[src/design/r2k_pkg.sv]
// Shared types, constants and lookup tables for the romaji to katakana converter.
package r2k_pkg;

   localparam int unsigned CharWidth   = 8;
   localparam int unsigned StateWidth  = 6;
   localparam int unsigned NumStates   = 56;
   localparam int unsigned NumSingle   = 21;
   localparam int unsigned QueueDepth  = 2;

   localparam logic [7:0] SMALL_TSU = 8'hAF;
   localparam logic [7:0] KANA_N    = 8'hDD;

   localparam logic [5:0] CODE_H = 6'd6;
   localparam logic [5:0] CODE_N = 6'd11;
   localparam logic [5:0] CODE_T = 6'd16;
   localparam logic [5:0] CODE_W = 6'd18;
   localparam logic [5:0] CODE_Y = 6'd20;

   typedef enum logic [1:0] {
      STATUS_PENDING  = 2'd0,
      STATUS_COMPLETE = 2'd1,
      STATUS_REJECT   = 2'd2
   } status_type;

   // A classified word handed from the front part to the back part.
   typedef struct packed {
      status_type  status;
      logic [1:0]  count;   // number of bytes minus one when has_bytes
      logic        has_bytes;
      logic [7:0]  byte0;
      logic [7:0]  byte1;
      logic [7:0]  byte2;
      logic [7:0]  byte3;
   } job_type;

   // Kana string of up to three bytes, first byte in the top bits.
   function automatic logic [23:0] kana_lookup(input logic [5:0] st, input logic [2:0] v);
      logic [23:0] r;
      r = 24'h0;
      case ({st, v})
         {6'd0,3'd0}: r=24'hb10000; {6'd0,3'd1}: r=24'hb40000; {6'd0,3'd2}: r=24'hb20000;
         {6'd0,3'd3}: r=24'hb50000; {6'd0,3'd4}: r=24'hb30000;
         {6'd1,3'd0}: r=24'hcade00; {6'd1,3'd1}: r=24'hcdde00; {6'd1,3'd2}: r=24'hcbde00;
         {6'd1,3'd3}: r=24'hcede00; {6'd1,3'd4}: r=24'hccde00;
         {6'd2,3'd0}: r=24'hb60000; {6'd2,3'd1}: r=24'hbe0000; {6'd2,3'd2}: r=24'hbc0000;
         {6'd2,3'd3}: r=24'hba0000; {6'd2,3'd4}: r=24'hb80000;
         {6'd3,3'd0}: r=24'hc0de00; {6'd3,3'd1}: r=24'hc3de00; {6'd3,3'd2}: r=24'hc1de00;
         {6'd3,3'd3}: r=24'hc4de00; {6'd3,3'd4}: r=24'hc2de00;
         {6'd4,3'd0}: r=24'hcca700; {6'd4,3'd1}: r=24'hccaa00; {6'd4,3'd2}: r=24'hcca800;
         {6'd4,3'd3}: r=24'hccab00; {6'd4,3'd4}: r=24'hcc0000;
         {6'd5,3'd0}: r=24'hb6de00; {6'd5,3'd1}: r=24'hb9de00; {6'd5,3'd2}: r=24'hb7de00;
         {6'd5,3'd3}: r=24'hbade00; {6'd5,3'd4}: r=24'hb8de00;
         {6'd6,3'd0}: r=24'hca0000; {6'd6,3'd1}: r=24'hcd0000; {6'd6,3'd2}: r=24'hcb0000;
         {6'd6,3'd3}: r=24'hce0000; {6'd6,3'd4}: r=24'hcc0000;
         {6'd7,3'd0}: r=24'hbcdeac; {6'd7,3'd1}: r=24'hbcdeaa; {6'd7,3'd2}: r=24'hbcde00;
         {6'd7,3'd3}: r=24'hbcdeae; {6'd7,3'd4}: r=24'hbcdead;
         {6'd8,3'd0}: r=24'hb60000; {6'd8,3'd1}: r=24'hb90000; {6'd8,3'd2}: r=24'hb70000;
         {6'd8,3'd3}: r=24'hba0000; {6'd8,3'd4}: r=24'hb80000;
         {6'd9,3'd0}: r=24'ha70000; {6'd9,3'd1}: r=24'haa0000; {6'd9,3'd2}: r=24'ha80000;
         {6'd9,3'd3}: r=24'hab0000; {6'd9,3'd4}: r=24'ha90000;
         {6'd10,3'd0}: r=24'hcf0000; {6'd10,3'd1}: r=24'hd20000; {6'd10,3'd2}: r=24'hd00000;
         {6'd10,3'd3}: r=24'hd30000; {6'd10,3'd4}: r=24'hd10000;
         {6'd11,3'd0}: r=24'hc50000; {6'd11,3'd1}: r=24'hc80000; {6'd11,3'd2}: r=24'hc60000;
         {6'd11,3'd3}: r=24'hc90000; {6'd11,3'd4}: r=24'hc70000;
         {6'd12,3'd0}: r=24'hcadf00; {6'd12,3'd1}: r=24'hcddf00; {6'd12,3'd2}: r=24'hcbdf00;
         {6'd12,3'd3}: r=24'hcedf00; {6'd12,3'd4}: r=24'hccdf00;
         {6'd13,3'd0}: r=24'hb8a700; {6'd13,3'd1}: r=24'hb8aa00; {6'd13,3'd2}: r=24'hb8a800;
         {6'd13,3'd3}: r=24'hb8ab00; {6'd13,3'd4}: r=24'hb80000;
         {6'd14,3'd0}: r=24'hd70000; {6'd14,3'd1}: r=24'hda0000; {6'd14,3'd2}: r=24'hd80000;
         {6'd14,3'd3}: r=24'hdb0000; {6'd14,3'd4}: r=24'hd90000;
         {6'd15,3'd0}: r=24'hbb0000; {6'd15,3'd1}: r=24'hbe0000; {6'd15,3'd2}: r=24'hbc0000;
         {6'd15,3'd3}: r=24'hbf0000; {6'd15,3'd4}: r=24'hbd0000;
         {6'd16,3'd0}: r=24'hc00000; {6'd16,3'd1}: r=24'hc30000; {6'd16,3'd2}: r=24'hc10000;
         {6'd16,3'd3}: r=24'hc40000; {6'd16,3'd4}: r=24'hc20000;
         {6'd17,3'd0}: r=24'hb3dea7; {6'd17,3'd1}: r=24'hb3deaa; {6'd17,3'd2}: r=24'hb3dea8;
         {6'd17,3'd3}: r=24'hb3deab; {6'd17,3'd4}: r=24'hb3de00;
         {6'd18,3'd0}: r=24'hdc0000; {6'd18,3'd1}: r=24'hb3aa00; {6'd18,3'd2}: r=24'hb3a800;
         {6'd18,3'd3}: r=24'ha60000; {6'd18,3'd4}: r=24'hb30000;
         {6'd19,3'd0}: r=24'ha70000; {6'd19,3'd1}: r=24'haa0000; {6'd19,3'd2}: r=24'ha80000;
         {6'd19,3'd3}: r=24'hab0000; {6'd19,3'd4}: r=24'ha90000;
         {6'd20,3'd0}: r=24'hd40000; {6'd20,3'd1}: r=24'ha80000; {6'd20,3'd2}: r=24'hb20000;
         {6'd20,3'd3}: r=24'hd60000; {6'd20,3'd4}: r=24'hd50000;
         {6'd21,3'd0}: r=24'hbbde00; {6'd21,3'd1}: r=24'hbede00; {6'd21,3'd2}: r=24'hbcde00;
         {6'd21,3'd3}: r=24'hbfde00; {6'd21,3'd4}: r=24'hbdde00;
         {6'd22,3'd0}: r=24'hcbdeac; {6'd22,3'd1}: r=24'hcbdeaa; {6'd22,3'd2}: r=24'hcbdea8;
         {6'd22,3'd3}: r=24'hcbdeae; {6'd22,3'd4}: r=24'hcbdead;
         {6'd23,3'd0}: r=24'hc1ac00; {6'd23,3'd1}: r=24'hc1aa00; {6'd23,3'd2}: r=24'hc10000;
         {6'd23,3'd3}: r=24'hc1ae00; {6'd23,3'd4}: r=24'hc1ad00;
         {6'd24,3'd0}: r=24'hc1ac00; {6'd24,3'd1}: r=24'hc1aa00; {6'd24,3'd2}: r=24'hc1a800;
         {6'd24,3'd3}: r=24'hc1ae00; {6'd24,3'd4}: r=24'hc1ad00;
         {6'd25,3'd0}: r=24'hc3deac; {6'd25,3'd1}: r=24'hc3deaa; {6'd25,3'd2}: r=24'hc3dea8;
         {6'd25,3'd3}: r=24'hc3deae; {6'd25,3'd4}: r=24'hc3dead;
         {6'd26,3'd0}: r=24'hc4dea7; {6'd26,3'd1}: r=24'hc4deaa; {6'd26,3'd2}: r=24'hc4dea8;
         {6'd26,3'd3}: r=24'hc4deab; {6'd26,3'd4}: r=24'hc4dea9;
         {6'd27,3'd0}: r=24'hc1deac; {6'd27,3'd1}: r=24'hc1deaa; {6'd27,3'd2}: r=24'hc1dea8;
         {6'd27,3'd3}: r=24'hc1deae; {6'd27,3'd4}: r=24'hc1dead;
         {6'd28,3'd0}: r=24'hcca700; {6'd28,3'd1}: r=24'hccaa00; {6'd28,3'd2}: r=24'hcca800;
         {6'd28,3'd3}: r=24'hccab00; {6'd28,3'd4}: r=24'hcca900;
         {6'd29,3'd0}: r=24'hccac00; {6'd29,3'd1}: r=24'hccaa00; {6'd29,3'd2}: r=24'hcca800;
         {6'd29,3'd3}: r=24'hccae00; {6'd29,3'd4}: r=24'hccad00;
         {6'd30,3'd0}: r=24'hb8dea7; {6'd30,3'd1}: r=24'hb8deaa; {6'd30,3'd2}: r=24'hb8dea8;
         {6'd30,3'd3}: r=24'hb8deab; {6'd30,3'd4}: r=24'hb8dea9;
         {6'd31,3'd0}: r=24'hb7deac; {6'd31,3'd1}: r=24'hb7deaa; {6'd31,3'd2}: r=24'hb7dea8;
         {6'd31,3'd3}: r=24'hb7deae; {6'd31,3'd4}: r=24'hb7dead;
         {6'd32,3'd0}: r=24'hcbac00; {6'd32,3'd1}: r=24'hcbaa00; {6'd32,3'd2}: r=24'hcba800;
         {6'd32,3'd3}: r=24'hcbae00; {6'd32,3'd4}: r=24'hcbad00;
         {6'd33,3'd0}: r=24'hbcdeac; {6'd33,3'd1}: r=24'hbcdeaa; {6'd33,3'd2}: r=24'hbcdea8;
         {6'd33,3'd3}: r=24'hbcdeae; {6'd33,3'd4}: r=24'hbcdead;
         {6'd34,3'd0}: r=24'hb8a700;
         {6'd35,3'd0}: r=24'hb7ac00; {6'd35,3'd1}: r=24'hb7aa00; {6'd35,3'd2}: r=24'hb7a800;
         {6'd35,3'd3}: r=24'hb7ae00; {6'd35,3'd4}: r=24'hb7ad00;
         {6'd36,3'd4}: r=24'haf0000;
         {6'd37,3'd0}: r=24'hac0000; {6'd37,3'd1}: r=24'haa0000; {6'd37,3'd2}: r=24'ha80000;
         {6'd37,3'd3}: r=24'hae0000; {6'd37,3'd4}: r=24'had0000;
         {6'd38,3'd0}: r=24'hd0ac00; {6'd38,3'd1}: r=24'hd0aa00; {6'd38,3'd2}: r=24'hd0a800;
         {6'd38,3'd3}: r=24'hd0ae00; {6'd38,3'd4}: r=24'hd0ad00;
         {6'd39,3'd0}: r=24'hc6ac00; {6'd39,3'd1}: r=24'hc6aa00; {6'd39,3'd2}: r=24'hc6a800;
         {6'd39,3'd3}: r=24'hc6ae00; {6'd39,3'd4}: r=24'hc6ad00;
         {6'd40,3'd0}: r=24'hcbdfac; {6'd40,3'd1}: r=24'hcbdfaa; {6'd40,3'd2}: r=24'hcbdfa8;
         {6'd40,3'd3}: r=24'hcbdfae; {6'd40,3'd4}: r=24'hcbdfad;
         {6'd41,3'd0}: r=24'hb8a700; {6'd41,3'd1}: r=24'hb8aa00; {6'd41,3'd2}: r=24'hb8a800;
         {6'd41,3'd3}: r=24'hb8ab00; {6'd41,3'd4}: r=24'hb8a900;
         {6'd42,3'd0}: r=24'hb8ac00; {6'd42,3'd1}: r=24'hb8aa00; {6'd42,3'd2}: r=24'hb8a800;
         {6'd42,3'd3}: r=24'hb8ae00; {6'd42,3'd4}: r=24'hb8ad00;
         {6'd43,3'd0}: r=24'hd8ac00; {6'd43,3'd1}: r=24'hd8aa00; {6'd43,3'd2}: r=24'hd8a800;
         {6'd43,3'd3}: r=24'hd8ae00; {6'd43,3'd4}: r=24'hd8ad00;
         {6'd44,3'd0}: r=24'hbcac00; {6'd44,3'd1}: r=24'hbcaa00; {6'd44,3'd2}: r=24'hbc0000;
         {6'd44,3'd3}: r=24'hbcae00; {6'd44,3'd4}: r=24'hbcad00;
         {6'd45,3'd0}: r=24'hbda700; {6'd45,3'd1}: r=24'hbdaa00; {6'd45,3'd2}: r=24'hbda800;
         {6'd45,3'd3}: r=24'hbdab00; {6'd45,3'd4}: r=24'hbda900;
         {6'd46,3'd0}: r=24'hbcac00; {6'd46,3'd1}: r=24'hbcaa00; {6'd46,3'd2}: r=24'hbca800;
         {6'd46,3'd3}: r=24'hbcae00; {6'd46,3'd4}: r=24'hbcad00;
         {6'd47,3'd0}: r=24'hc3ac00; {6'd47,3'd1}: r=24'hc3aa00; {6'd47,3'd2}: r=24'hc3a800;
         {6'd47,3'd3}: r=24'hc3ae00; {6'd47,3'd4}: r=24'hc3ad00;
         {6'd48,3'd0}: r=24'hc2a700; {6'd48,3'd1}: r=24'hc2aa00; {6'd48,3'd2}: r=24'hc2a800;
         {6'd48,3'd3}: r=24'hc2ab00; {6'd48,3'd4}: r=24'hc20000;
         {6'd49,3'd0}: r=24'hc4a700; {6'd49,3'd1}: r=24'hc4aa00; {6'd49,3'd2}: r=24'hc4a800;
         {6'd49,3'd3}: r=24'hc4ab00; {6'd49,3'd4}: r=24'hc4a900;
         {6'd50,3'd0}: r=24'hc1ac00; {6'd50,3'd1}: r=24'hc1aa00; {6'd50,3'd2}: r=24'hc1a800;
         {6'd50,3'd3}: r=24'hc1ae00; {6'd50,3'd4}: r=24'hc1ad00;
         {6'd51,3'd0}: r=24'hb3deac; {6'd51,3'd1}: r=24'hb3deaa; {6'd51,3'd2}: r=24'hb3dea8;
         {6'd51,3'd3}: r=24'hb3deae; {6'd51,3'd4}: r=24'hb3dead;
         {6'd52,3'd0}: r=24'hb3a700; {6'd52,3'd1}: r=24'hb3aa00; {6'd52,3'd2}: r=24'hb3a800;
         {6'd52,3'd3}: r=24'hb3ab00; {6'd52,3'd4}: r=24'hb30000;
         {6'd53,3'd4}: r=24'haf0000;
         {6'd54,3'd0}: r=24'hac0000; {6'd54,3'd1}: r=24'haa0000; {6'd54,3'd2}: r=24'haa0000;
         {6'd54,3'd3}: r=24'hae0000; {6'd54,3'd4}: r=24'had0000;
         {6'd55,3'd0}: r=24'hbcdeac; {6'd55,3'd1}: r=24'hbcdeaa; {6'd55,3'd2}: r=24'hbcdea8;
         {6'd55,3'd3}: r=24'hbcdeae; {6'd55,3'd4}: r=24'hbcdead;
         default: r = 24'h0;
      endcase
      return r;
   endfunction

   // Letter class: bit 7 marks a vowel with its index in the low bits.
   function automatic logic [7:0] letter_code(input logic [4:0] idx);
      logic [7:0] r;
      case (idx)
         5'd0: r = 8'h80;  5'd1: r = 8'd1;   5'd2: r = 8'd2;   5'd3: r = 8'd3;
         5'd4: r = 8'h81;  5'd5: r = 8'd4;   5'd6: r = 8'd5;   5'd7: r = 8'd6;
         5'd8: r = 8'h82;  5'd9: r = 8'd7;   5'd10: r = 8'd8;  5'd11: r = 8'd9;
         5'd12: r = 8'd10; 5'd13: r = 8'd11; 5'd14: r = 8'h83; 5'd15: r = 8'd12;
         5'd16: r = 8'd13; 5'd17: r = 8'd14; 5'd18: r = 8'd15; 5'd19: r = 8'd16;
         5'd20: r = 8'h84; 5'd21: r = 8'd17; 5'd22: r = 8'd18; 5'd23: r = 8'd19;
         5'd24: r = 8'd20; 5'd25: r = 8'd21;
         default: r = 8'd0;
      endcase
      return r;
   endfunction

   // Two-letter move for a second consonant; zero means none.
   function automatic logic [5:0] two_letter_move(input logic [5:0] st, input logic [5:0] code);
      logic [5:0] r;
      r = 6'd0;
      case (code)
         CODE_H: case (st)
            6'd2: r = 6'd23; 6'd3: r = 6'd25; 6'd15: r = 6'd44; 6'd16: r = 6'd47;
            6'd18: r = 6'd52; default: r = 6'd0;
         endcase
         CODE_W: case (st)
            6'd3: r = 6'd26; 6'd4: r = 6'd28; 6'd5: r = 6'd30; 6'd8: r = 6'd34;
            6'd13: r = 6'd41; 6'd15: r = 6'd45; 6'd16: r = 6'd49; default: r = 6'd0;
         endcase
         CODE_T: case (st)
            6'd9: r = 6'd36; 6'd19: r = 6'd53; default: r = 6'd0;
         endcase
         CODE_Y: case (st)
            6'd1: r = 6'd22;  6'd2: r = 6'd24;  6'd3: r = 6'd27;  6'd4: r = 6'd29;
            6'd5: r = 6'd31;  6'd6: r = 6'd32;  6'd7: r = 6'd33;  6'd8: r = 6'd35;
            6'd9: r = 6'd37;  6'd10: r = 6'd38; 6'd11: r = 6'd39; 6'd12: r = 6'd40;
            6'd13: r = 6'd42; 6'd14: r = 6'd43; 6'd15: r = 6'd46; 6'd16: r = 6'd50;
            6'd17: r = 6'd51; 6'd19: r = 6'd54; 6'd21: r = 6'd55; default: r = 6'd0;
         endcase
         default: r = 6'd0;
      endcase
      return r;
   endfunction

endpackage

[src/design/r2k_back.sv]
// Back part: emits the bytes of one job word as result words, one per pop.
module r2k_back
   import r2k_pkg::*;
(
   input  logic       clock,
   input  logic       reset,
   input  logic       job_empty,
   input  job_type    job,
   output logic       job_pop,
   output logic       rsp_empty,
   input  logic       rsp_pop,
   output logic [1:0] rsp_status,
   output logic [7:0] rsp_kana_byte,
   output logic       rsp_byte_valid,
   output logic       rsp_last
);

   logic [1:0] idx_ff;
   logic       is_last;

   assign rsp_empty = job_empty;
   assign is_last   = !job.has_bytes || (idx_ff == job.count);
   assign job_pop   = rsp_pop && !job_empty && is_last;

   always_comb begin
      rsp_status     = job.status;
      rsp_byte_valid = job.has_bytes;
      rsp_last       = is_last;
      case (idx_ff)
         2'd0: rsp_kana_byte = job.byte0;
         2'd1: rsp_kana_byte = job.byte1;
         2'd2: rsp_kana_byte = job.byte2;
         2'd3: rsp_kana_byte = job.byte3;
         default: rsp_kana_byte = job.byte0;
      endcase
      if (!job.has_bytes) begin
         rsp_kana_byte = 8'h0;
      end
   end

   always_ff @(posedge clock) begin
      if (reset) begin
         idx_ff <= '0;
      end else if (rsp_pop && !job_empty) begin
         idx_ff <= is_last ? 2'd0 : idx_ff + 2'd1;
      end
   end

endmodule

[config.mk]
export PLATFORM = sky130hd
export DESIGN_NAME = r2k_back
export DESIGN_NICKNAME = d
export VERILOG_FILES = /design/src/design/r2k_pkg.sv /design/src/design/r2k_back.sv
export SDC_FILE = /design/constraint.sdc
export NUM_CORES = 1
export LEC_CHECK = 0
export BUFFER_PORTS_ARGS = -buffer_cell sky130_fd_sc_hd__buf_4
export CELL_PAD_IN_SITES_DETAIL_PLACEMENT = 0
export CELL_PAD_IN_SITES_GLOBAL_PLACEMENT = 1
export CORE_MARGIN = 2
export CORE_UTILIZATION = 19
export CTS_BUF_LIST = sky130_fd_sc_hd__clkbuf_4 sky130_fd_sc_hd__clkbuf_8 sky130_fd_sc_hd__clkbuf_16
export DETAILED_ROUTE_END_ITERATION = 10
export PLACE_DENSITY = 0.9
export SLEW_MARGIN = 20
export SYNTH_ARGS = -nofsm -noshare
export SYNTH_HDL_FRONTEND = slang
export SYNTH_SLANG_ARGS = --single-unit
[constraint.sdc]
create_clock -name clock -period 2.8 [get_ports clock]
set_input_delay 0.42 -clock clock [delete_from_list [all_inputs] [get_ports clock]]
set_output_delay 0.42 -clock clock [all_outputs]
set_load 0.05 [all_outputs]
Word-level counts from Yosys, hierarchy flattened
Cells that the tools add are included.
{ "op_classes": {"n_addsub": 1, "eq_ne": 4, "mux": 3, "reduce_logical": 6} }
{ "op_table": {"columns": ["cell", "n"], "rows": [
  ["case mux 8 bit (4 select lines)", 1],
  ["2-to-1 mux 8 bit", 1],
  ["== test 2 bit (second input constant)", 2],
  ["adder 2 x 1 -> 2 bit (second input constant)", 1],
  ["== test 2 x 1 -> 1 bit (second input constant)", 1],
  ["== test 2 bit", 1],
  ["logical AND 1 bit", 2],
  ["logical NOT 1 bit", 2],
  ["logical NOT 2 bit", 1],
  ["2-to-1 mux 2 bit", 1],
  ["logical OR 1 bit", 1]
]} }
{ "word_totals": {"register_bits": 2, "in_bits": 41, "output_inout_bits": 14, "word_cells": 15} }

Depth between registers and ports, before layout
{ "logic_depth": {"word_depth": 3, "depth_mapped": 6, "mapped_depth_nobuf": 5} }

Least setup slack after synthesis
OpenSTA, ideal clock, no wires.
{ "synth_timing": {"path_type": "flip-flop to output port", "start": "register idx_ff[0]", "end": "output rsp_kana_byte[6]", "t_arrival_ps": 1760, "required_ps": 2380, "path_slack_ps": 620, "path_stages_with_launch": 7, "n_path_buf": 1, "cell_sequence": "dfxtp_1 inv_1 ha_1 inv_2 buf_2 o21ai_0 a21oi_1"} }
{ "synth_via": {"elab_chain_cells": 3, "word_cells_on_any_way": 6, "cone_classes": "eq/ne: 3; mux: 2; reduce/logical: 1"} }
{ "synth_lines": {"columns": ["item", "line", "source"], "rows": [
  ["start, declared", "r2k_back.sv:18", "logic [1:0] idx_ff;"],
  ["start signal, assigned", "r2k_back.sv:45", "idx_ff <= is_last ? 2'd0 : idx_ff + 2'd1;"],
  ["== test 2 bit, or another cell as far along", "r2k_back.sv:29", "case (idx_ff)"],
  ["case mux 8 bit (4 select lines) *", "r2k_back.sv:29", null],
  ["2-to-1 mux 8 bit *", "r2k_back.sv:36", "if (!job.has_bytes) begin"],
  ["end, declared", "r2k_back.sv:13", "output logic [7:0] rsp_kana_byte,"]
]} }
Every way passes the cells marked *; elsewhere a longest branch is shown, timed or not.

Worst setup path after layout
{ "layout_timing": {"start": "register idx_ff[0]", "end": "output rsp_kana_byte[1]"} }
Same word-level chain as after synthesis.

==> run summary <==
Status: completed
Worst-path maximum fanout: 8
Syn Std Cell Area: 412 um^2
Diode count: 0
Num ports: 55
Peak supply drop: 197 uV
Maximum clock path buffer count: 2
Max Slew Vio Count: 0
Kind of end point of the critical path: output port
Avg Vias per Cell: 4.70
Vias in the first global route: 533
Hpwl dp: 1.33 mm
Register area share after synthesis: 9.73%
WS Path Type: reg2out
Met2 Wirelength: 689 um
Synth Instances: 54
Async S/R FF share, synth: 0%
NetSw: 90.1 uW
Clock power frac: 27.6%
Gr usage total: 12.4%
Routed Antenna Nets: 0
Synth warn: 0
Max Clock Skew: 1.55 ps
Final min period: 2120 ps
Top layer in use: met4
Crit-path cells: inv_1 -> ha_1 -> a222oi_1 -> a21oi_1 -> buf_4
Synth unique cells: 20
Initial antenna violation count: 0
Sw frac: 39.8%
Primary FF master, synth: dfxtp_1
Post-CTS sizing: 0
Combinational power share: 59.0%
Internal: 136 uW
Synth area leaders: a222oi_1 (19%), ha_1 (12%), a21oi_1 (9.7%)
Clk root buf: clkbuf_4
Crit. path cell count: 5
Commonest cells post-synth: a21oi_1 (8), a222oi_1 (8), o21ai_0 (7)
Lkg Pwr: 0.000378 uW
Die Area: 2550 um^2
Htree depth: 1
Die Wd: 50.5 um
Power Density: 292 nW/um^2
Routed wl met3: 239 um
Fin crit share: 75.7%
WL/cell: 12.7 um
Met1 wire length: 646 um
Hold buffer count at cts: 0
DRC Markers: 0
Initial Utilization: 20.6%
Worst Path Buf+Inv: 2
Register bit total from synthesis: 2
CTS Buf Count: 3
Post-CTS setup buffers: 0
Ratio of cells with drive above 1 in the final layout: 55.1%
Peak Freq: 0.472 GHz
Core Region: 2000 um^2
Total gr overflow: 0
Regs by FF count: idx_ff: 2 flops
Max incr delay on CP: 370 ps
Die H: 50.5 um
Clock sink total: 2
Crit path max-delay family: compound AO/OA/AOI/OAI gates
Post-Route Setup TNS: 0 ps
Worst r2r path cells: 4
Via count: 587
TritonCTS clock tree: yes
Final WL: 1.59 mm
Pre-Repair DR Iteration Count: 4
Syn avg cell area: 7.62 um^2
Nets: 145
Yosys top cell by area: a222oi_1
Cell Count Post-Placement: 122
Reg power frac: 13.5%
Worst-margin pin slew: 326 ps
Top-area cell type share of the netlist area: 19.5%
Global-route wire length before repair: 2.29 mm
Largest net degree at the start of global routing: 17
Worst slew margin: 78.3%
Hold path depth: 2
Synth-to-Final Area Change: 88.4%
Max reg flops: 2
Max Cap Viol: 0
Placer's final routability congestion estimate: 0.745
Startpoint Class: flop
WP data required: 2380 ps
Critical path arrival: 1700 ps
Largest Register: idx_ff
Synthesized Nets: 99
Tot Pwr: 226 uW
Worst Hold Class: in2reg
Final setup viols: 0
PortBufs: 50
Final Hold Fails: 0
CP max-delay cell: dfxtp_1
Row count: 16
Worst-skew pair later-pin latency: 220 ps
Post-synth EDFFs: 0
RSZ-0062 raised after global routing: false
Clock slew at reported path FFs: 30 ps
Drt first-iter violations: 32
Cell Count, Final, Fillers Out: 125
-- cell families (layout without fill, tap and decap cells) --
kind of cell	after synthesis	count (layout)	share of synthesized area, %
AOI/OAI and AO/OA	27	27	45.0
xor gates and xnor gates	2	2	4.26
adders and majority gates	4	4	12.2
buffers and inverters	13	57	20.1
DFF	2	2	9.73
and+or+nand+nor	6	6	8.82
-- final timing paths --
kind / slack, ps / start / endpoint
worst max register to register: 1690 / idx_ff[1]$_SDFFE_PP0N_ / idx_ff[1]$_SDFFE_PP0N_
worst min register to register: 610 / idx_ff[0]$_SDFFE_PP0N_ / idx_ff[0]$_SDFFE_PP0N_
worst min-delay path: 430 / reset / idx_ff[0]$_SDFFE_PP0N_
worst max-delay path: 680 / idx_ff[0]$_SDFFE_PP0N_ / rsp_kana_byte[1]
-- cells in the final DEF, fill, tap and decap left out, drive strengths merged --
master / synthesis / layout
inv: 4 / 4
o32ai: 2 / 2
a222oi: 8 / 8
nand2: 2 / 2
nand4: 1 / 1
nand4b: 1 / 1
and2: 1 / 1
ha: 4 / 4
and2b: 1 / 1
dfxtp: 2 / 2
a21oi: 8 / 8
clkbuf: 1 / 3
o21ai: 8 / 8
a21boi: 1 / 1
buf: 8 / 50
xnor2: 2 / 2
-- power by group through the flow --
stage	Clock (uW)	Combinational (uW)	Sequential, uW
after floorplan	0	78.9	30.6
after global placement	0	133	30.7
after detailed placement	0	134	30.8
after CTS	66.3	134	30.4
after global routing	71.8	141	30.5
final	62.4	133	30.4
-- metal layers --
metal / GRT usage (%) / up-vias
met3: 5.36 / 4
met1: 15.0 / 239
li1: - / 298
met5: 0 / -
met4: 8.11 / 0
met2: 17.5 / 46
-- area by class of cell --
type,count,area (um^2)
well taps,27,33.8
flip-flops and latches,2,40.0
fillers,220,1230
inverters,4,15.0
repair buffers,50,375
clock buffers,3,22.5
multi-input cells,39,289
-- metrics by stage --
step	utilization [%]	area, um^2	setup slack (ps)	hold WS, ps
2_1_floorplan	-	412	620	536
3_3_place_gp	37.6	753	941	576
3_5_place_dp	37.6	753	892	599
4_1_cts	38.8	776	650	419
5_1_grt	38.8	776	556	415
6_report	38.8	776	681	431
Power figures use the tool's default switching activity.
