### src/design/r2k_pkg.sv
// Shared types, constants and lookup tables for the romaji to katakana converter.
package r2k_pkg;

   localparam int unsigned CharWidth   = 8;
   localparam int unsigned StateWidth  = 6;
   localparam int unsigned NumStates   = 56;
   localparam int unsigned NumSingle   = 21;
   localparam int unsigned QueueDepth  = 2;

   localparam logic [7:0] SMALL_TSU = 8'hAF;
   localparam logic [7:0] KANA_N    = 8'hDD;

   localparam logic [5:0] CODE_H = 6'd6;
   localparam logic [5:0] CODE_N = 6'd11;
   localparam logic [5:0] CODE_T = 6'd16;
   localparam logic [5:0] CODE_W = 6'd18;
   localparam logic [5:0] CODE_Y = 6'd20;

   typedef enum logic [1:0] {
      STATUS_PENDING  = 2'd0,
      STATUS_COMPLETE = 2'd1,
      STATUS_REJECT   = 2'd2
   } status_type;

   // A classified word handed from the front part to the back part.
   typedef struct packed {
      status_type  status;
      logic [1:0]  count;   // number of bytes minus one when has_bytes
      logic        has_bytes;
      logic [7:0]  byte0;
      logic [7:0]  byte1;
      logic [7:0]  byte2;
      logic [7:0]  byte3;
   } job_type;

   // Kana string of up to three bytes, first byte in the top bits.
   function automatic logic [23:0] kana_lookup(input logic [5:0] st, input logic [2:0] v);
      logic [23:0] r;
      r = 24'h0;
      case ({st, v})
         {6'd0,3'd0}: r=24'hb10000; {6'd0,3'd1}: r=24'hb40000; {6'd0,3'd2}: r=24'hb20000;
         {6'd0,3'd3}: r=24'hb50000; {6'd0,3'd4}: r=24'hb30000;
         {6'd1,3'd0}: r=24'hcade00; {6'd1,3'd1}: r=24'hcdde00; {6'd1,3'd2}: r=24'hcbde00;
         {6'd1,3'd3}: r=24'hcede00; {6'd1,3'd4}: r=24'hccde00;
         {6'd2,3'd0}: r=24'hb60000; {6'd2,3'd1}: r=24'hbe0000; {6'd2,3'd2}: r=24'hbc0000;
         {6'd2,3'd3}: r=24'hba0000; {6'd2,3'd4}: r=24'hb80000;
         {6'd3,3'd0}: r=24'hc0de00; {6'd3,3'd1}: r=24'hc3de00; {6'd3,3'd2}: r=24'hc1de00;
         {6'd3,3'd3}: r=24'hc4de00; {6'd3,3'd4}: r=24'hc2de00;
         {6'd4,3'd0}: r=24'hcca700; {6'd4,3'd1}: r=24'hccaa00; {6'd4,3'd2}: r=24'hcca800;
         {6'd4,3'd3}: r=24'hccab00; {6'd4,3'd4}: r=24'hcc0000;
         {6'd5,3'd0}: r=24'hb6de00; {6'd5,3'd1}: r=24'hb9de00; {6'd5,3'd2}: r=24'hb7de00;
         {6'd5,3'd3}: r=24'hbade00; {6'd5,3'd4}: r=24'hb8de00;
         {6'd6,3'd0}: r=24'hca0000; {6'd6,3'd1}: r=24'hcd0000; {6'd6,3'd2}: r=24'hcb0000;
         {6'd6,3'd3}: r=24'hce0000; {6'd6,3'd4}: r=24'hcc0000;
         {6'd7,3'd0}: r=24'hbcdeac; {6'd7,3'd1}: r=24'hbcdeaa; {6'd7,3'd2}: r=24'hbcde00;
         {6'd7,3'd3}: r=24'hbcdeae; {6'd7,3'd4}: r=24'hbcdead;
         {6'd8,3'd0}: r=24'hb60000; {6'd8,3'd1}: r=24'hb90000; {6'd8,3'd2}: r=24'hb70000;
         {6'd8,3'd3}: r=24'hba0000; {6'd8,3'd4}: r=24'hb80000;
         {6'd9,3'd0}: r=24'ha70000; {6'd9,3'd1}: r=24'haa0000; {6'd9,3'd2}: r=24'ha80000;
         {6'd9,3'd3}: r=24'hab0000; {6'd9,3'd4}: r=24'ha90000;
         {6'd10,3'd0}: r=24'hcf0000; {6'd10,3'd1}: r=24'hd20000; {6'd10,3'd2}: r=24'hd00000;
         {6'd10,3'd3}: r=24'hd30000; {6'd10,3'd4}: r=24'hd10000;
         {6'd11,3'd0}: r=24'hc50000; {6'd11,3'd1}: r=24'hc80000; {6'd11,3'd2}: r=24'hc60000;
         {6'd11,3'd3}: r=24'hc90000; {6'd11,3'd4}: r=24'hc70000;
         {6'd12,3'd0}: r=24'hcadf00; {6'd12,3'd1}: r=24'hcddf00; {6'd12,3'd2}: r=24'hcbdf00;
         {6'd12,3'd3}: r=24'hcedf00; {6'd12,3'd4}: r=24'hccdf00;
         {6'd13,3'd0}: r=24'hb8a700; {6'd13,3'd1}: r=24'hb8aa00; {6'd13,3'd2}: r=24'hb8a800;
         {6'd13,3'd3}: r=24'hb8ab00; {6'd13,3'd4}: r=24'hb80000;
         {6'd14,3'd0}: r=24'hd70000; {6'd14,3'd1}: r=24'hda0000; {6'd14,3'd2}: r=24'hd80000;
         {6'd14,3'd3}: r=24'hdb0000; {6'd14,3'd4}: r=24'hd90000;
         {6'd15,3'd0}: r=24'hbb0000; {6'd15,3'd1}: r=24'hbe0000; {6'd15,3'd2}: r=24'hbc0000;
         {6'd15,3'd3}: r=24'hbf0000; {6'd15,3'd4}: r=24'hbd0000;
         {6'd16,3'd0}: r=24'hc00000; {6'd16,3'd1}: r=24'hc30000; {6'd16,3'd2}: r=24'hc10000;
         {6'd16,3'd3}: r=24'hc40000; {6'd16,3'd4}: r=24'hc20000;
         {6'd17,3'd0}: r=24'hb3dea7; {6'd17,3'd1}: r=24'hb3deaa; {6'd17,3'd2}: r=24'hb3dea8;
         {6'd17,3'd3}: r=24'hb3deab; {6'd17,3'd4}: r=24'hb3de00;
         {6'd18,3'd0}: r=24'hdc0000; {6'd18,3'd1}: r=24'hb3aa00; {6'd18,3'd2}: r=24'hb3a800;
         {6'd18,3'd3}: r=24'ha60000; {6'd18,3'd4}: r=24'hb30000;
         {6'd19,3'd0}: r=24'ha70000; {6'd19,3'd1}: r=24'haa0000; {6'd19,3'd2}: r=24'ha80000;
         {6'd19,3'd3}: r=24'hab0000; {6'd19,3'd4}: r=24'ha90000;
         {6'd20,3'd0}: r=24'hd40000; {6'd20,3'd1}: r=24'ha80000; {6'd20,3'd2}: r=24'hb20000;
         {6'd20,3'd3}: r=24'hd60000; {6'd20,3'd4}: r=24'hd50000;
         {6'd21,3'd0}: r=24'hbbde00; {6'd21,3'd1}: r=24'hbede00; {6'd21,3'd2}: r=24'hbcde00;
         {6'd21,3'd3}: r=24'hbfde00; {6'd21,3'd4}: r=24'hbdde00;
         {6'd22,3'd0}: r=24'hcbdeac; {6'd22,3'd1}: r=24'hcbdeaa; {6'd22,3'd2}: r=24'hcbdea8;
         {6'd22,3'd3}: r=24'hcbdeae; {6'd22,3'd4}: r=24'hcbdead;
         {6'd23,3'd0}: r=24'hc1ac00; {6'd23,3'd1}: r=24'hc1aa00; {6'd23,3'd2}: r=24'hc10000;
         {6'd23,3'd3}: r=24'hc1ae00; {6'd23,3'd4}: r=24'hc1ad00;
         {6'd24,3'd0}: r=24'hc1ac00; {6'd24,3'd1}: r=24'hc1aa00; {6'd24,3'd2}: r=24'hc1a800;
         {6'd24,3'd3}: r=24'hc1ae00; {6'd24,3'd4}: r=24'hc1ad00;
         {6'd25,3'd0}: r=24'hc3deac; {6'd25,3'd1}: r=24'hc3deaa; {6'd25,3'd2}: r=24'hc3dea8;
         {6'd25,3'd3}: r=24'hc3deae; {6'd25,3'd4}: r=24'hc3dead;
         {6'd26,3'd0}: r=24'hc4dea7; {6'd26,3'd1}: r=24'hc4deaa; {6'd26,3'd2}: r=24'hc4dea8;
         {6'd26,3'd3}: r=24'hc4deab; {6'd26,3'd4}: r=24'hc4dea9;
         {6'd27,3'd0}: r=24'hc1deac; {6'd27,3'd1}: r=24'hc1deaa; {6'd27,3'd2}: r=24'hc1dea8;
         {6'd27,3'd3}: r=24'hc1deae; {6'd27,3'd4}: r=24'hc1dead;
         {6'd28,3'd0}: r=24'hcca700; {6'd28,3'd1}: r=24'hccaa00; {6'd28,3'd2}: r=24'hcca800;
         {6'd28,3'd3}: r=24'hccab00; {6'd28,3'd4}: r=24'hcca900;
         {6'd29,3'd0}: r=24'hccac00; {6'd29,3'd1}: r=24'hccaa00; {6'd29,3'd2}: r=24'hcca800;
         {6'd29,3'd3}: r=24'hccae00; {6'd29,3'd4}: r=24'hccad00;
         {6'd30,3'd0}: r=24'hb8dea7; {6'd30,3'd1}: r=24'hb8deaa; {6'd30,3'd2}: r=24'hb8dea8;
         {6'd30,3'd3}: r=24'hb8deab; {6'd30,3'd4}: r=24'hb8dea9;
         {6'd31,3'd0}: r=24'hb7deac; {6'd31,3'd1}: r=24'hb7deaa; {6'd31,3'd2}: r=24'hb7dea8;
         {6'd31,3'd3}: r=24'hb7deae; {6'd31,3'd4}: r=24'hb7dead;
         {6'd32,3'd0}: r=24'hcbac00; {6'd32,3'd1}: r=24'hcbaa00; {6'd32,3'd2}: r=24'hcba800;
         {6'd32,3'd3}: r=24'hcbae00; {6'd32,3'd4}: r=24'hcbad00;
         {6'd33,3'd0}: r=24'hbcdeac; {6'd33,3'd1}: r=24'hbcdeaa; {6'd33,3'd2}: r=24'hbcdea8;
         {6'd33,3'd3}: r=24'hbcdeae; {6'd33,3'd4}: r=24'hbcdead;
         {6'd34,3'd0}: r=24'hb8a700;
         {6'd35,3'd0}: r=24'hb7ac00; {6'd35,3'd1}: r=24'hb7aa00; {6'd35,3'd2}: r=24'hb7a800;
         {6'd35,3'd3}: r=24'hb7ae00; {6'd35,3'd4}: r=24'hb7ad00;
         {6'd36,3'd4}: r=24'haf0000;
         {6'd37,3'd0}: r=24'hac0000; {6'd37,3'd1}: r=24'haa0000; {6'd37,3'd2}: r=24'ha80000;
         {6'd37,3'd3}: r=24'hae0000; {6'd37,3'd4}: r=24'had0000;
         {6'd38,3'd0}: r=24'hd0ac00; {6'd38,3'd1}: r=24'hd0aa00; {6'd38,3'd2}: r=24'hd0a800;
         {6'd38,3'd3}: r=24'hd0ae00; {6'd38,3'd4}: r=24'hd0ad00;
         {6'd39,3'd0}: r=24'hc6ac00; {6'd39,3'd1}: r=24'hc6aa00; {6'd39,3'd2}: r=24'hc6a800;
         {6'd39,3'd3}: r=24'hc6ae00; {6'd39,3'd4}: r=24'hc6ad00;
         {6'd40,3'd0}: r=24'hcbdfac; {6'd40,3'd1}: r=24'hcbdfaa; {6'd40,3'd2}: r=24'hcbdfa8;
         {6'd40,3'd3}: r=24'hcbdfae; {6'd40,3'd4}: r=24'hcbdfad;
         {6'd41,3'd0}: r=24'hb8a700; {6'd41,3'd1}: r=24'hb8aa00; {6'd41,3'd2}: r=24'hb8a800;
         {6'd41,3'd3}: r=24'hb8ab00; {6'd41,3'd4}: r=24'hb8a900;
         {6'd42,3'd0}: r=24'hb8ac00; {6'd42,3'd1}: r=24'hb8aa00; {6'd42,3'd2}: r=24'hb8a800;
         {6'd42,3'd3}: r=24'hb8ae00; {6'd42,3'd4}: r=24'hb8ad00;
         {6'd43,3'd0}: r=24'hd8ac00; {6'd43,3'd1}: r=24'hd8aa00; {6'd43,3'd2}: r=24'hd8a800;
         {6'd43,3'd3}: r=24'hd8ae00; {6'd43,3'd4}: r=24'hd8ad00;
         {6'd44,3'd0}: r=24'hbcac00; {6'd44,3'd1}: r=24'hbcaa00; {6'd44,3'd2}: r=24'hbc0000;
         {6'd44,3'd3}: r=24'hbcae00; {6'd44,3'd4}: r=24'hbcad00;
         {6'd45,3'd0}: r=24'hbda700; {6'd45,3'd1}: r=24'hbdaa00; {6'd45,3'd2}: r=24'hbda800;
         {6'd45,3'd3}: r=24'hbdab00; {6'd45,3'd4}: r=24'hbda900;
         {6'd46,3'd0}: r=24'hbcac00; {6'd46,3'd1}: r=24'hbcaa00; {6'd46,3'd2}: r=24'hbca800;
         {6'd46,3'd3}: r=24'hbcae00; {6'd46,3'd4}: r=24'hbcad00;
         {6'd47,3'd0}: r=24'hc3ac00; {6'd47,3'd1}: r=24'hc3aa00; {6'd47,3'd2}: r=24'hc3a800;
         {6'd47,3'd3}: r=24'hc3ae00; {6'd47,3'd4}: r=24'hc3ad00;
         {6'd48,3'd0}: r=24'hc2a700; {6'd48,3'd1}: r=24'hc2aa00; {6'd48,3'd2}: r=24'hc2a800;
         {6'd48,3'd3}: r=24'hc2ab00; {6'd48,3'd4}: r=24'hc20000;
         {6'd49,3'd0}: r=24'hc4a700; {6'd49,3'd1}: r=24'hc4aa00; {6'd49,3'd2}: r=24'hc4a800;
         {6'd49,3'd3}: r=24'hc4ab00; {6'd49,3'd4}: r=24'hc4a900;
         {6'd50,3'd0}: r=24'hc1ac00; {6'd50,3'd1}: r=24'hc1aa00; {6'd50,3'd2}: r=24'hc1a800;
         {6'd50,3'd3}: r=24'hc1ae00; {6'd50,3'd4}: r=24'hc1ad00;
         {6'd51,3'd0}: r=24'hb3deac; {6'd51,3'd1}: r=24'hb3deaa; {6'd51,3'd2}: r=24'hb3dea8;
         {6'd51,3'd3}: r=24'hb3deae; {6'd51,3'd4}: r=24'hb3dead;
         {6'd52,3'd0}: r=24'hb3a700; {6'd52,3'd1}: r=24'hb3aa00; {6'd52,3'd2}: r=24'hb3a800;
         {6'd52,3'd3}: r=24'hb3ab00; {6'd52,3'd4}: r=24'hb30000;
         {6'd53,3'd4}: r=24'haf0000;
         {6'd54,3'd0}: r=24'hac0000; {6'd54,3'd1}: r=24'haa0000; {6'd54,3'd2}: r=24'haa0000;
         {6'd54,3'd3}: r=24'hae0000; {6'd54,3'd4}: r=24'had0000;
         {6'd55,3'd0}: r=24'hbcdeac; {6'd55,3'd1}: r=24'hbcdeaa; {6'd55,3'd2}: r=24'hbcdea8;
         {6'd55,3'd3}: r=24'hbcdeae; {6'd55,3'd4}: r=24'hbcdead;
         default: r = 24'h0;
      endcase
      return r;
   endfunction

   // Letter class: bit 7 marks a vowel with its index in the low bits.
   function automatic logic [7:0] letter_code(input logic [4:0] idx);
      logic [7:0] r;
      case (idx)
         5'd0: r = 8'h80;  5'd1: r = 8'd1;   5'd2: r = 8'd2;   5'd3: r = 8'd3;
         5'd4: r = 8'h81;  5'd5: r = 8'd4;   5'd6: r = 8'd5;   5'd7: r = 8'd6;
         5'd8: r = 8'h82;  5'd9: r = 8'd7;   5'd10: r = 8'd8;  5'd11: r = 8'd9;
         5'd12: r = 8'd10; 5'd13: r = 8'd11; 5'd14: r = 8'h83; 5'd15: r = 8'd12;
         5'd16: r = 8'd13; 5'd17: r = 8'd14; 5'd18: r = 8'd15; 5'd19: r = 8'd16;
         5'd20: r = 8'h84; 5'd21: r = 8'd17; 5'd22: r = 8'd18; 5'd23: r = 8'd19;
         5'd24: r = 8'd20; 5'd25: r = 8'd21;
         default: r = 8'd0;
      endcase
      return r;
   endfunction

   // Two-letter move for a second consonant; zero means none.
   function automatic logic [5:0] two_letter_move(input logic [5:0] st, input logic [5:0] code);
      logic [5:0] r;
      r = 6'd0;
      case (code)
         CODE_H: case (st)
            6'd2: r = 6'd23; 6'd3: r = 6'd25; 6'd15: r = 6'd44; 6'd16: r = 6'd47;
            6'd18: r = 6'd52; default: r = 6'd0;
         endcase
         CODE_W: case (st)
            6'd3: r = 6'd26; 6'd4: r = 6'd28; 6'd5: r = 6'd30; 6'd8: r = 6'd34;
            6'd13: r = 6'd41; 6'd15: r = 6'd45; 6'd16: r = 6'd49; default: r = 6'd0;
         endcase
         CODE_T: case (st)
            6'd9: r = 6'd36; 6'd19: r = 6'd53; default: r = 6'd0;
         endcase
         CODE_Y: case (st)
            6'd1: r = 6'd22;  6'd2: r = 6'd24;  6'd3: r = 6'd27;  6'd4: r = 6'd29;
            6'd5: r = 6'd31;  6'd6: r = 6'd32;  6'd7: r = 6'd33;  6'd8: r = 6'd35;
            6'd9: r = 6'd37;  6'd10: r = 6'd38; 6'd11: r = 6'd39; 6'd12: r = 6'd40;
            6'd13: r = 6'd42; 6'd14: r = 6'd43; 6'd15: r = 6'd46; 6'd16: r = 6'd50;
            6'd17: r = 6'd51; 6'd19: r = 6'd54; 6'd21: r = 6'd55; default: r = 6'd0;
         endcase
         default: r = 6'd0;
      endcase
      return r;
   endfunction

endpackage

### src/design/r2k_queue.sv
// Short job queue between the front and back parts.
module r2k_queue
   import r2k_pkg::*;
#(
   parameter int unsigned DEPTH = QueueDepth
) (
   input  logic    clock,
   input  logic    reset,
   input  logic    push,
   input  job_type push_job,
   output logic    full,
   input  logic    pop,
   output logic    empty,
   output job_type head_job
);

   localparam int unsigned PtrWidth = (DEPTH > 1) ? $clog2(DEPTH) : 1;

   job_type               mem_ff [DEPTH];
   logic [PtrWidth-1:0]   rd_ff, wr_ff;
   logic [PtrWidth:0]     cnt_ff;

   assign full     = cnt_ff == (PtrWidth+1)'(DEPTH);
   assign empty    = cnt_ff == '0;
   assign head_job = mem_ff[rd_ff];

   always_ff @(posedge clock) begin
      if (push && !full) begin
         mem_ff[wr_ff] <= push_job;
      end
   end

   always_ff @(posedge clock) begin
      if (reset) begin
         rd_ff <= '0;
         wr_ff <= '0;
         cnt_ff <= '0;
      end else begin
         if (push && !full) begin
            wr_ff <= (wr_ff == PtrWidth'(DEPTH - 1)) ? '0 : wr_ff + 1'b1;
         end
         if (pop && !empty) begin
            rd_ff <= (rd_ff == PtrWidth'(DEPTH - 1)) ? '0 : rd_ff + 1'b1;
         end
         cnt_ff <= cnt_ff + (PtrWidth+1)'(push && !full) - (PtrWidth+1)'(pop && !empty);
      end
   end

endmodule

### config.mk
export PLATFORM = sky130hd
export DESIGN_NAME = r2k_queue
export DESIGN_NICKNAME = d
export VERILOG_FILES = /design/src/design/r2k_pkg.sv /design/src/design/r2k_queue.sv
export SDC_FILE = /design/constraint.sdc
export NUM_CORES = 1
export LEC_CHECK = 0
export BUFFER_PORTS_ARGS = -buffer_cell sky130_fd_sc_hd__buf_2
export CAP_MARGIN = 20
export CORE_MARGIN = 2
export CORE_UTILIZATION = 55
export CTS_CLUSTER_SIZE = 24
export DETAILED_ROUTE_END_ITERATION = 8
export PLACE_DENSITY = 0.8
export SETUP_SLACK_MARGIN = 0.2
export SYNTH_ARGS = -nofsm -noshare
export SYNTH_HDL_FRONTEND = slang
export SYNTH_SLANG_ARGS = --single-unit
### constraint.sdc
create_clock -name clock -period 2.9 [get_ports clock]
set_input_delay 0.58 -clock clock [delete_from_list [all_inputs] [get_ports clock]]
set_output_delay 0.58 -clock clock [all_outputs]
set_load 0.03 [all_outputs]
Yosys cells after proc, flatten, opt, wreduce, memory -nomap -nowiden
Memories as Yosys holds them, arrays and structs flattened. A register that Yosys moved wholly into a read port is not among the register bits.
Cells that the tools add are included.
- RAM bits: 74
- output and inout port bits: 39
- memories kept: 1
- logic and storage cells: 20
- bits of input ports: 41
- flip-flop bits (word level): 4
- mux-type cells: 6
- add/subtract/negate cells: 4
- reductions and logical operators: 5
- eq/ne operators: 1
- memories (name ; words ; width ; read ports ; clocked after memory_dff ; wr ports ; RTL line ; source):
    mem_ff ; 2 ; 37 ; 1 ; 1 ; 1 ; r2k_queue.sv:19 ; job_type mem_ff [DEPTH];
- operators with widths (kind ; number):
    $mux W1 ; 6
    $add A1 B1 Y1 const B ; 2
    $add A2 B1 Y2 ; 1
    $eq A2 B2 Y1 const B ; 1
    $logic_and A1 B1 Y1 ; 2
    $logic_not A1 Y1 ; 2
    $logic_not A2 Y1 ; 1
    $sub A2 B1 Y2 ; 1

Longest topological paths before layout
Gate-level depths: netlist of run 1.
- depth after elaboration: 5
- depth in mapped cells: 8
- depth with buffers taken out: 8

Least setup slack after synthesis of run 1
Ideal clock, no wire load.
- path type: input port to flip-flop
- start point: input push
- end point: memory mem_ff[0][0] in the netlist's numbering, enable pin
- cell stages on the path: 3
- arrival: 1706 ps
- setup time: 392 ps
- slack: 803 ps
- cells stage by stage: inv_1 or3_1 inv_1
- cells in the longest elaborated chain, start to end: 3
- RTL lines (element ; RTL line ; source):
    from (decl) ; r2k_queue.sv:9 ; input logic push,
    $logic_and A1 B1 Y1 ; r2k_queue.sv:28 ; if (push && !full) begin
    $mux W1 ; r2k_queue.sv:28 ;
    $mux W1 (implied by the code) ; r2k_queue.sv:29 ; mem_ff[wr_ff] <= push_job;
    to (decl) ; r2k_queue.sv:19 ;
Every way passes these cells.

==> metrics, run 1 <==
Mean Syn Cell Area=20.4 um2; die width=76.6 um; TritonRoute pass-1 iters=4; area leader, netlist=edfxtp_1; Critical Path Source Type=flop; cell area after synthesis=0.00290 mm2; die footprint=0.00587 mm2; Initial Util=56.8%; Overall Power=3430 uW; via count=1526; setup TNS=0 ps; CTS tree=yes; GPL Wtd Cong=0.689; Max Fclk=0.448 GHz; Max-Cap Viols=0; net count after synthesis=185; gr ovfl total=0; critical path capture point type=primary output; HP Class=in -> reg; num rows=26; ranking of synthesized cells by area=edfxtp_1 (77%), mux2_2 (14%), dfxtp_1 (3.5%); Remaining DRCs=0; vias per cell=4.99; Die Y-Extent=76.6 um; DP Cell Count=290; Final HPWL DP=2960 um; status=completed; Pleak=0.00138 uW; yosys warns=0; R2R Path Start=cnt_ff[0]; Area Overhead vs Synth=23.8%; post-route ant nets=0; vias in the first global route=1537; core area=0.00511 mm2; Clock Path Buffers=2; nets@finish=274; insertion delay to the later sink of the worst-skew pair=330 ps; Root Buffer=clkbuf_8; non-filler cells in the finished layout=306; crit path DAT=1650 ps; initial drt markers=75; fin crit share=77.0%; Num CTS Buffers=9; Unique masters post-synth=21; fill cell count=339; post-layout instance area=0.00359 mm2; #FFs+latches synth=79; RSZ-0062 raised after global routing=false; clock-pin slew on the worst setup and hold paths=70 ps; final worst path period need=2230 ps; final wirelength=4490 um; Placed Area=0.00340 mm2; clock sinks=79; global-route wire length before repair=7070 um; Synth Instances=142; Max IR drop VDD=0.000793 V; Hold Fails Final Rpt=0; pin count of the biggest net entering global routing=38; post_cts resized=0; area of the multi-input gates=536 um2; DR WL/cell=14.7 um; Slew Viols, Final=0; sequential share of the synthesized area=80.1%; Synth top area share=76.6%; n_diodes=0; post-CTS setup buffers=0; H-tree Lvls=3; I/O pin cnt=80; Slew HR=63.8%; Global Route Usage Sum=16.2%; crit path kind=reg -> out; FF+latch area=0.00232 mm2; IO buf count=79; Setup violations, final=0; Pwr Density=954 mW/mm2; worst slew pin tran=542 ps; layout cell share with drive strength beyond 1=56.8%; clock skew=7.87 ps; worst-path fanout max=25; initial antenna violation count=0; hold_sp=push_job[6]; CTS Hold Buffers Added=0; CP Data Required Time=2320 ps
cells in the mapped netlist:
master / n
o21a_1: 1
or3_1: 1
nor2b_1: 1
a21oi_1: 1
nor3_1: 1
edfxtp_1: 74
nand2_1: 1
o21ai_0: 1
ha_1: 2
dfxtp_1: 5
buf_2: 1
inv_2: 1
xor2_1: 1
and2_1: 1
nand2b_2: 1
and3_2: 1
inv_1: 3
buf_4: 3
xnor2_1: 1
nor2_1: 4
mux2_2: 37
stage by stage:
| step | hold slack, ps | utilization, % | setup WS (ps) |
|---|---|---|---|
| after floorplan | 451 | - | 803 |
| after global placement | 477 | 66.7 | 818 |
| after detailed placement | 482 | 66.7 | 768 |
| after CTS | 414 | 70.3 | 644 |
| after global routing | 413 | 70.3 | 598 |
| final | 434 | 70.3 | 667 |
logic make-up after synthesis:
logic type	share of synthesized area (%)
buf+inv	1.47
fa+ha+maj	0.863
mux	14.4
compound gates	0.604
simple gates	2.03
flops	80.1
xor+xnor	0.604
worst paths after layout:
check	cells after the start	slack (ps)	endpoint
setup reg to reg	5	990	mem_ff[0][12]
setup / recovery	3	670	head_job[15]
hold / removal	1	430	mem_ff[1][6]
hold reg to reg	2	490	wr_ff
area by class of cell:
cell class	count	area share (%)
clock buffer	15	4.36
clock inverter	1	0.836
inverter	4	0.418
multi-input combinational	55	14.9
sequential	79	64.7
tap	70	2.44
timing repair buffer	82	12.3
routing by layer:
metal  up-vias  global-route usage (%)  share of wire (%)
met4         0                    5.45                1.2
li1        724                       -                  -
met3         6                    6.52                6.3
met5         -                       0                  0
met2        58                    27.7                 50
met1       738                    18.7                 42
state kept, by name, indices dropped and copies added, names as in the netlist, named ones only:
| name | cells |
|---|---|
| wr_ff | 1 |
| cnt_ff | 2 |
| rd_ff | 1 |
| mem_ff | 74 |
cell usage in the layout, fill, tap and decap left out, drive strengths merged:
master  instances
clkbuf         15
ha              2
o21a            1
and2            1
bufinv          1
mux2           37
dfxtp           5
o21ai           1
and3            1
nand2           1
nor2b           1
xnor2           1
nand2b          1
or3             1
edfxtp         74
nor2            4
buf            82
nor3            1
inv             4
xor2            1
a21oi           1
critical path, cell delays in order, from the launching register on:
cell     delay, ps
dfxtp_2        540
buf_12         230
mux2_2         370
buf_2          180
power by group:
part | internal (uW) | switching [uW] | leakage, uW
sequential | 1460 | 75.7 | 0.000733
clock | 424 | 339 | 0.0000919
combinational | 419 | 713 | 0.000551
total | 2300 | 1130 | 0.00138
No activity file was read; power rests on OpenSTA's default activity.
==> run 2: changes to the inputs <==
--- a/config.mk
+++ b/config.mk
@@ -8,10 +8,10 @@
 export BUFFER_PORTS_ARGS = -buffer_cell sky130_fd_sc_hd__buf_2
 export CAP_MARGIN = 20
 export CORE_MARGIN = 2
-export CORE_UTILIZATION = 55
+export CORE_UTILIZATION = 51
 export CTS_CLUSTER_SIZE = 24
 export DETAILED_ROUTE_END_ITERATION = 8
-export PLACE_DENSITY = 0.8
+export PLACE_DENSITY = 0.75
 export SETUP_SLACK_MARGIN = 0.2
 export SYNTH_ARGS = -nofsm -noshare
 export SYNTH_HDL_FRONTEND = slang
==> constraint.sdc (replaced) <==
create_clock -name clock -period 2.1 [get_ports clock]
set_input_delay 0.42 -clock clock [delete_from_list [all_inputs] [get_ports clock]]
set_output_delay 0.42 -clock clock [all_outputs]
set_load 0.03 [all_outputs]
==> run 2 against run 1 <==
Net effect: die area grew 7.4%; global-route usage grew 0.53 points; first-iteration DRC count grew 41%; worst hold slack lost 160 ps; sequential share of layout area shrank 3.3 points; design area grew 5.5%; critical path type unchanged.
==> metrics, run 2 (synthesis results as in run 1) <==
CP cell instances=bufbuf_16 > mux2_2 > buf_4; GPL Wtd Cong=0.718; commonest non-fill, non-tap cell in the layout=edfxtp_1; Hold Fails Final Rpt=0; Remaining DRCs=0; slowest cell on the critical path=dfxtp_4; worst-path fanout max=15; worst slew pin tran=301 ps; Comb power frac=36.5%; clock skew=4.72 ps; Num CTS Buffers=9; setup TNS=0 ps; CTS tree=yes; core area=0.00551 mm2; Clock Path Buffers=2; CTS Hold Buffers Added=0; Switching Fraction=32.2%; clock-pin slew on the worst setup and hold paths=70 ps; Pleak=0.00146 uW; num rows=27; fin crit share=91.6%; final worst path period need=1920 ps; non-filler cells in the finished layout=314; critical path capture point type=primary output; FF+latch area=0.00233 mm2; n_diodes=0; Area Overhead vs Synth=30.6%; reg-to-reg slack, setup=430 ps; vias in the first global route=1643; fill cell count=394; Reg with most FFs=mem_ff; post-layout instance area=0.00379 mm2; Max Fclk=0.520 GHz; slowest stage delay, CP=360 ps; die width=79.4 um; status=completed; die footprint=0.00631 mm2; pin count of the biggest net entering global routing=23; registers with the most flip-flops=mem_ff: 74 flops, cnt_ff: 2 flops; insertion delay to the later sink of the worst-skew pair=330 ps; switching power of the nets=1660 uW; Int Power=3480 uW; max FFs per register=74; RSZ-0062 raised after global routing=true; Initial Util=52.7%; CP Data Required Time=1680 ps; Max-Cap Viols=0; Setup violations, final=0; gr ovfl total=0; initial antenna violation count=0; Die Y-Extent=79.4 um; Critical Path Source Type=flop; IO buf count=79; H-tree Lvls=3; fin util=68.8%; crit path DAT=1500 ps; Slew Viols, Final=0; global-route wire length before repair=7560 um; Seq pwr share=40.6%; Global Route Usage Sum=16.8%; HP Class=in -> reg; clock sinks=79; crit path kind=reg -> out; Max IR drop VDD=0.000707 V; DP Cell Count=294; final wirelength=5110 um; post-route ant nets=0; vias per cell=4.97; nets@finish=280; via count=1561; I/O pin cnt=80; area of the multi-input gates=539 um2; DR WL/cell=16.3 um; Pwr Density=1360 mW/mm2; Placed Area=0.00341 mm2; Final HPWL DP=3360 um; clock power share=22.9%; most frequent cells in the layout=edfxtp_1 (74), buf_2 (49), mux2_2 (36); initial drt markers=106; TritonRoute pass-1 iters=4; Slew HR=79.9%; Root Buffer=clkbuf_8; hold_ws=269 ps; layout cell share with drive strength beyond 1=59.5%
## run 2: changes by cell type in the layout (fill, tap and decap cells not counted), sizes merged
cell | previous run | this run
buf | 82 | 86
bufbuf | 0 | 1
bufinv | 1 | 2
clkbuf | 15 | 11
clkinv | 0 | 3
clkinvlp | 0 | 2
inv | 4 | 3
## run 2: cell type report
type                            instances  area share (%)
Clock buffer                           10            3.37
Sequential cell                        79            61.4
Tap cell                               72            2.38
Inverter                                4           0.496
Clock inverter                          6            2.25
Multi-Input combinational cell         55            14.2
Timing Repair Buffer                   88            15.9
## run 2: metal layers
metal / GRT usage (%) / routed length [um] / vias up
met5: 0 / 0 / -
met4: 8.79 / 110 / 0
met3: 4.07 / 362 / 10
met2: 30.1 / 2710 / 62
met1: 18.3 / 1930 / 749
li1: - / - / 740
## run 2: critical path, delay by kind of cell (launching register included)
kind / cells / cell delay [ps]
DFF: 1 / 360
muxes: 1 / 350
buffers and inverters: 2 / 460
## run 2: per-stage QoR
stage,worst slack [ps],total power [uW]
after floorplan,368,3290
after global placement,426,3710
after detailed placement,406,3750
after CTS,164,5130
after global routing,132,5360
final,176,5140
## run 2: final timing paths
kind                      from       endpoint  cells past startpoint
hold / removal    push_job[34]  mem_ff[0][34]                      1
hold reg to reg          wr_ff          wr_ff                      2
setup reg to reg     cnt_ff[0]  mem_ff[0][21]                      5
setup / recovery          flop   head_job[29]                      3
## run 2: power by group through the flow
stage | clock network (uW) | registers, uW | logic (uW)
after floorplan | 0 | 2090 | 1200
after global placement | 0 | 2120 | 1580
after detailed placement | 0 | 2140 | 1600
after CTS | 1200 | 2090 | 1840
after global routing | 1260 | 2110 | 1990
final | 1180 | 2090 | 1880
## run 2: timing repair
item                                    in CTS  in global routing
endpoints found under the setup margin      30                 30
cloned                                       1                  1
gates resized for setup                     30                  5
buffers inserted                             2                  0
==> run 3: changes to the inputs <==
--- a/config.mk
+++ b/config.mk
@@ -5,13 +5,14 @@
 export SDC_FILE = /design/constraint.sdc
 export NUM_CORES = 1
 export LEC_CHECK = 0
+export ABC_AREA = 1
 export BUFFER_PORTS_ARGS = -buffer_cell sky130_fd_sc_hd__buf_2
 export CAP_MARGIN = 20
 export CORE_MARGIN = 2
-export CORE_UTILIZATION = 51
+export CORE_UTILIZATION = 52
 export CTS_CLUSTER_SIZE = 24
 export DETAILED_ROUTE_END_ITERATION = 8
-export PLACE_DENSITY = 0.75
+export PLACE_DENSITY = 0.76
 export SETUP_SLACK_MARGIN = 0.2
 export SYNTH_ARGS = -nofsm -noshare
 export SYNTH_HDL_FRONTEND = slang
==> run 3 against run 2 <==
Net effect: utilization is 0.37 points higher; cell count is 5.4% higher; fmax is 1.5% higher; combinational power is 6% higher; largest power group unchanged; total power is 2.4% lower; synthesized area is 6.0% higher; sequential cell count stayed put; via count is 4.8% higher; highest routed layer unchanged.
==> metrics, run 3 <==
vias in the first global route=1672; fill cell count=409; Synth top area share=72.3%; reg-to-reg slack, setup=470 ps; GPL Wtd Cong=0.723; slowest cell on the critical path=dfxtp_4; global-route wire length before repair=8100 um; worst slew pin tran=313 ps; Root Buffer=clkbuf_8; number of synthesized flops with an enable pin=74; Mean Syn Cell Area=20.0 um2; DR WL/cell=16.1 um; pin count of the biggest net entering global routing=23; WP buf/inv=3; clock-pin slew on the worst setup and hold paths=70 ps; status=completed; Pwr Density=1250 mW/mm2; Max IR drop VDD=0.000698 V; CP Data Required Time=1680 ps; #FFs+latches synth=79; Post-Synth Simple-Gate Area=2.56%; FF+latch area=0.00233 mm2; Remaining DRCs=0; crit path kind=reg -> out; Final HPWL DP=3330 um; Post-Synth XOR/XNOR Area=0%; insertion delay to the later sink of the worst-skew pair=330 ps; Final WS setup=205 ps; die footprint=0.00654 mm2; Critical Path Source Type=flop; H-tree Lvls=3; Slew Viols, Final=0; area of the multi-input gates=658 um2; CTS Hold Buffers Added=0; die width=80.9 um; Max Fclk=0.528 GHz; CTS tree=yes; main combinational cell family by area after synthesis=multiplexers; Setup violations, final=0; fin crit share=90.3%; count leader, synth=edfxtp_1; most frequent cells in the layout=edfxtp_1 (74), buf_2 (49), mux2_4 (32); vias per cell=4.94; Slew HR=79.2%; clock skew=6.71 ps; crit path DAT=1480 ps; gr ovfl total=0; RSZ-0062 raised after global routing=true; Global Route Usage Sum=17.2%; Pleak=0.00163 uW; Max-Cap Viols=0; setup TNS=0 ps; top_reg_cell synth=edfxtp_1; Post-Synth Adder-Cell Area=0.814%; sequential share of the synthesized area=75.5%; final worst path period need=1900 ps; Clock Path Buffers=2; layout cell share with drive strength beyond 1=54.7%; clock sinks=79; TritonRoute pass-1 iters=4; ranking of synthesized cells by area=edfxtp_1 (72%), mux2_4 (15%), dfxtp_1 (3.3%); critical path capture point type=primary output; final wirelength=5320 um; Reg with most FFs=mem_ff; Die Y-Extent=80.9 um; max FFs per register=74; net count after synthesis=197; Unique masters post-synth=12; DP Worst Slack=451 ps; Num CTS Buffers=9; yosys warns=0; multiplexer area fraction after synthesis=17.2%; compound-cell area share of the yosys netlist=0.326%; worst-path fanout max=8; registers with the most flip-flops=mem_ff: 74 flops, cnt_ff: 2 flops; Area Overhead vs Synth=30.8%; nets@finish=294; Largest delay share family, worst path=buffers and inverters; commonest non-fill, non-tap cell in the layout=edfxtp_1; cell area after synthesis=0.00307 mm2; IO buf count=79; num rows=28; HP Class=in -> reg; Initial Util=52.9%; via count=1636; slowest stage delay, CP=420 ps; post-route ant nets=0; n_diodes=0; I/O pin cnt=80; area leader, netlist=edfxtp_1; CP cell instances=buf_12 > buf_16 > mux2_4 > buf_6; initial antenna violation count=0; Synth Instances=154; Hold Fails Final Rpt=0; initial drt markers=110; Synth top cells by count=edfxtp_1 (74), mux2_4 (30), inv_1 (10), nor2_1 (9), nand2_1 (8); ys async rst share=0%; core area=0.00582 mm2
## run 3: changes by cell type after synthesis, moves of 3 or more
cell and delta:
inv_1 +7, nand3_1 +3, nand2_1 +7, nor2_1 +5
buf_12 +3, mux2_4 +30, mux2_2 -30, buf_4 -3
## run 3: cell type report
cell class	count	share of cell area [%]
well taps	75	2.33
clock inverters	1	0.124
repair buffers	90	18.5
inverters	10	0.933
multi-input cells	61	16.4
flip-flops and latches	79	57.8
clock buffers	15	3.89
## run 3: path summary, 6_finish.rpt
check                           startpoint      endpoint  cells after the start
worst max-delay path                  flop  head_job[11]                      4
worst min-delay path                 reset     cnt_ff[0]                      2
worst max register to register   cnt_ff[0]     cnt_ff[1]                     10
worst min register to register       rd_ff          flop                      2
## run 3: per-layer routing
metal / vias up / GRT usage (%) / share of wire, %
li1: 771 / - / -
met1: 806 / 21.3 / 40
met2: 53 / 29.4 / 54
met3: 6 / 4.89 / 4.6
met4: 0 / 5.59 / 1.1
met5: - / 0 / 0
## run 3: cell families (layout without fill, tap and decap cells)
| kind of cell | Yosys count | count (layout) |
|---|---|---|
| muxes | 37 | 37 |
| adders and majority gates | 2 | 2 |
| buffers and inverters | 14 | 116 |
| DFF | 79 | 79 |
| AOI/OAI and AO/OA | 2 | 2 |
| and+or+nand+nor | 20 | 20 |
## run 3: worst register-to-register path, cell delays in order, from the launching register on
cell	delay, ps
dfxtp_1	370
inv_1	60
nand2_1	110
nand2_1	130
ha_1	290
inv_1	40
ha_1	200
inv_1	60
nand2_1	60
a21oi_1	150
nor2_1	60
## run 3: per-stage QoR
step	utilization, %	instance area (um2)	total power (uW)	cells	hold slack, ps
global route	69.1	4020	5260	331	254
global placement	61.1	3550	3670	309	496
detailed placement	61.1	3550	3710	309	523
finish	69.1	4020	5020	331	261
CTS	66.8	3880	4890	331	248
floorplan	-	3080	3360	154	467
## run 3: what timing repair did
action,4_1_cts,5_1_grt
setup buffers,3,0
setup endpoints to repair,31,32
resized for setup,16,63
cloned,3,0
## run 3: report_power, final
part           leakage (uW)  total [uW]  internal, uW  switching, uW
clock network     0.0000817         931           463            468
logic              0.000816        1990           944           1050
registers          0.000733        2090          2000           89.4
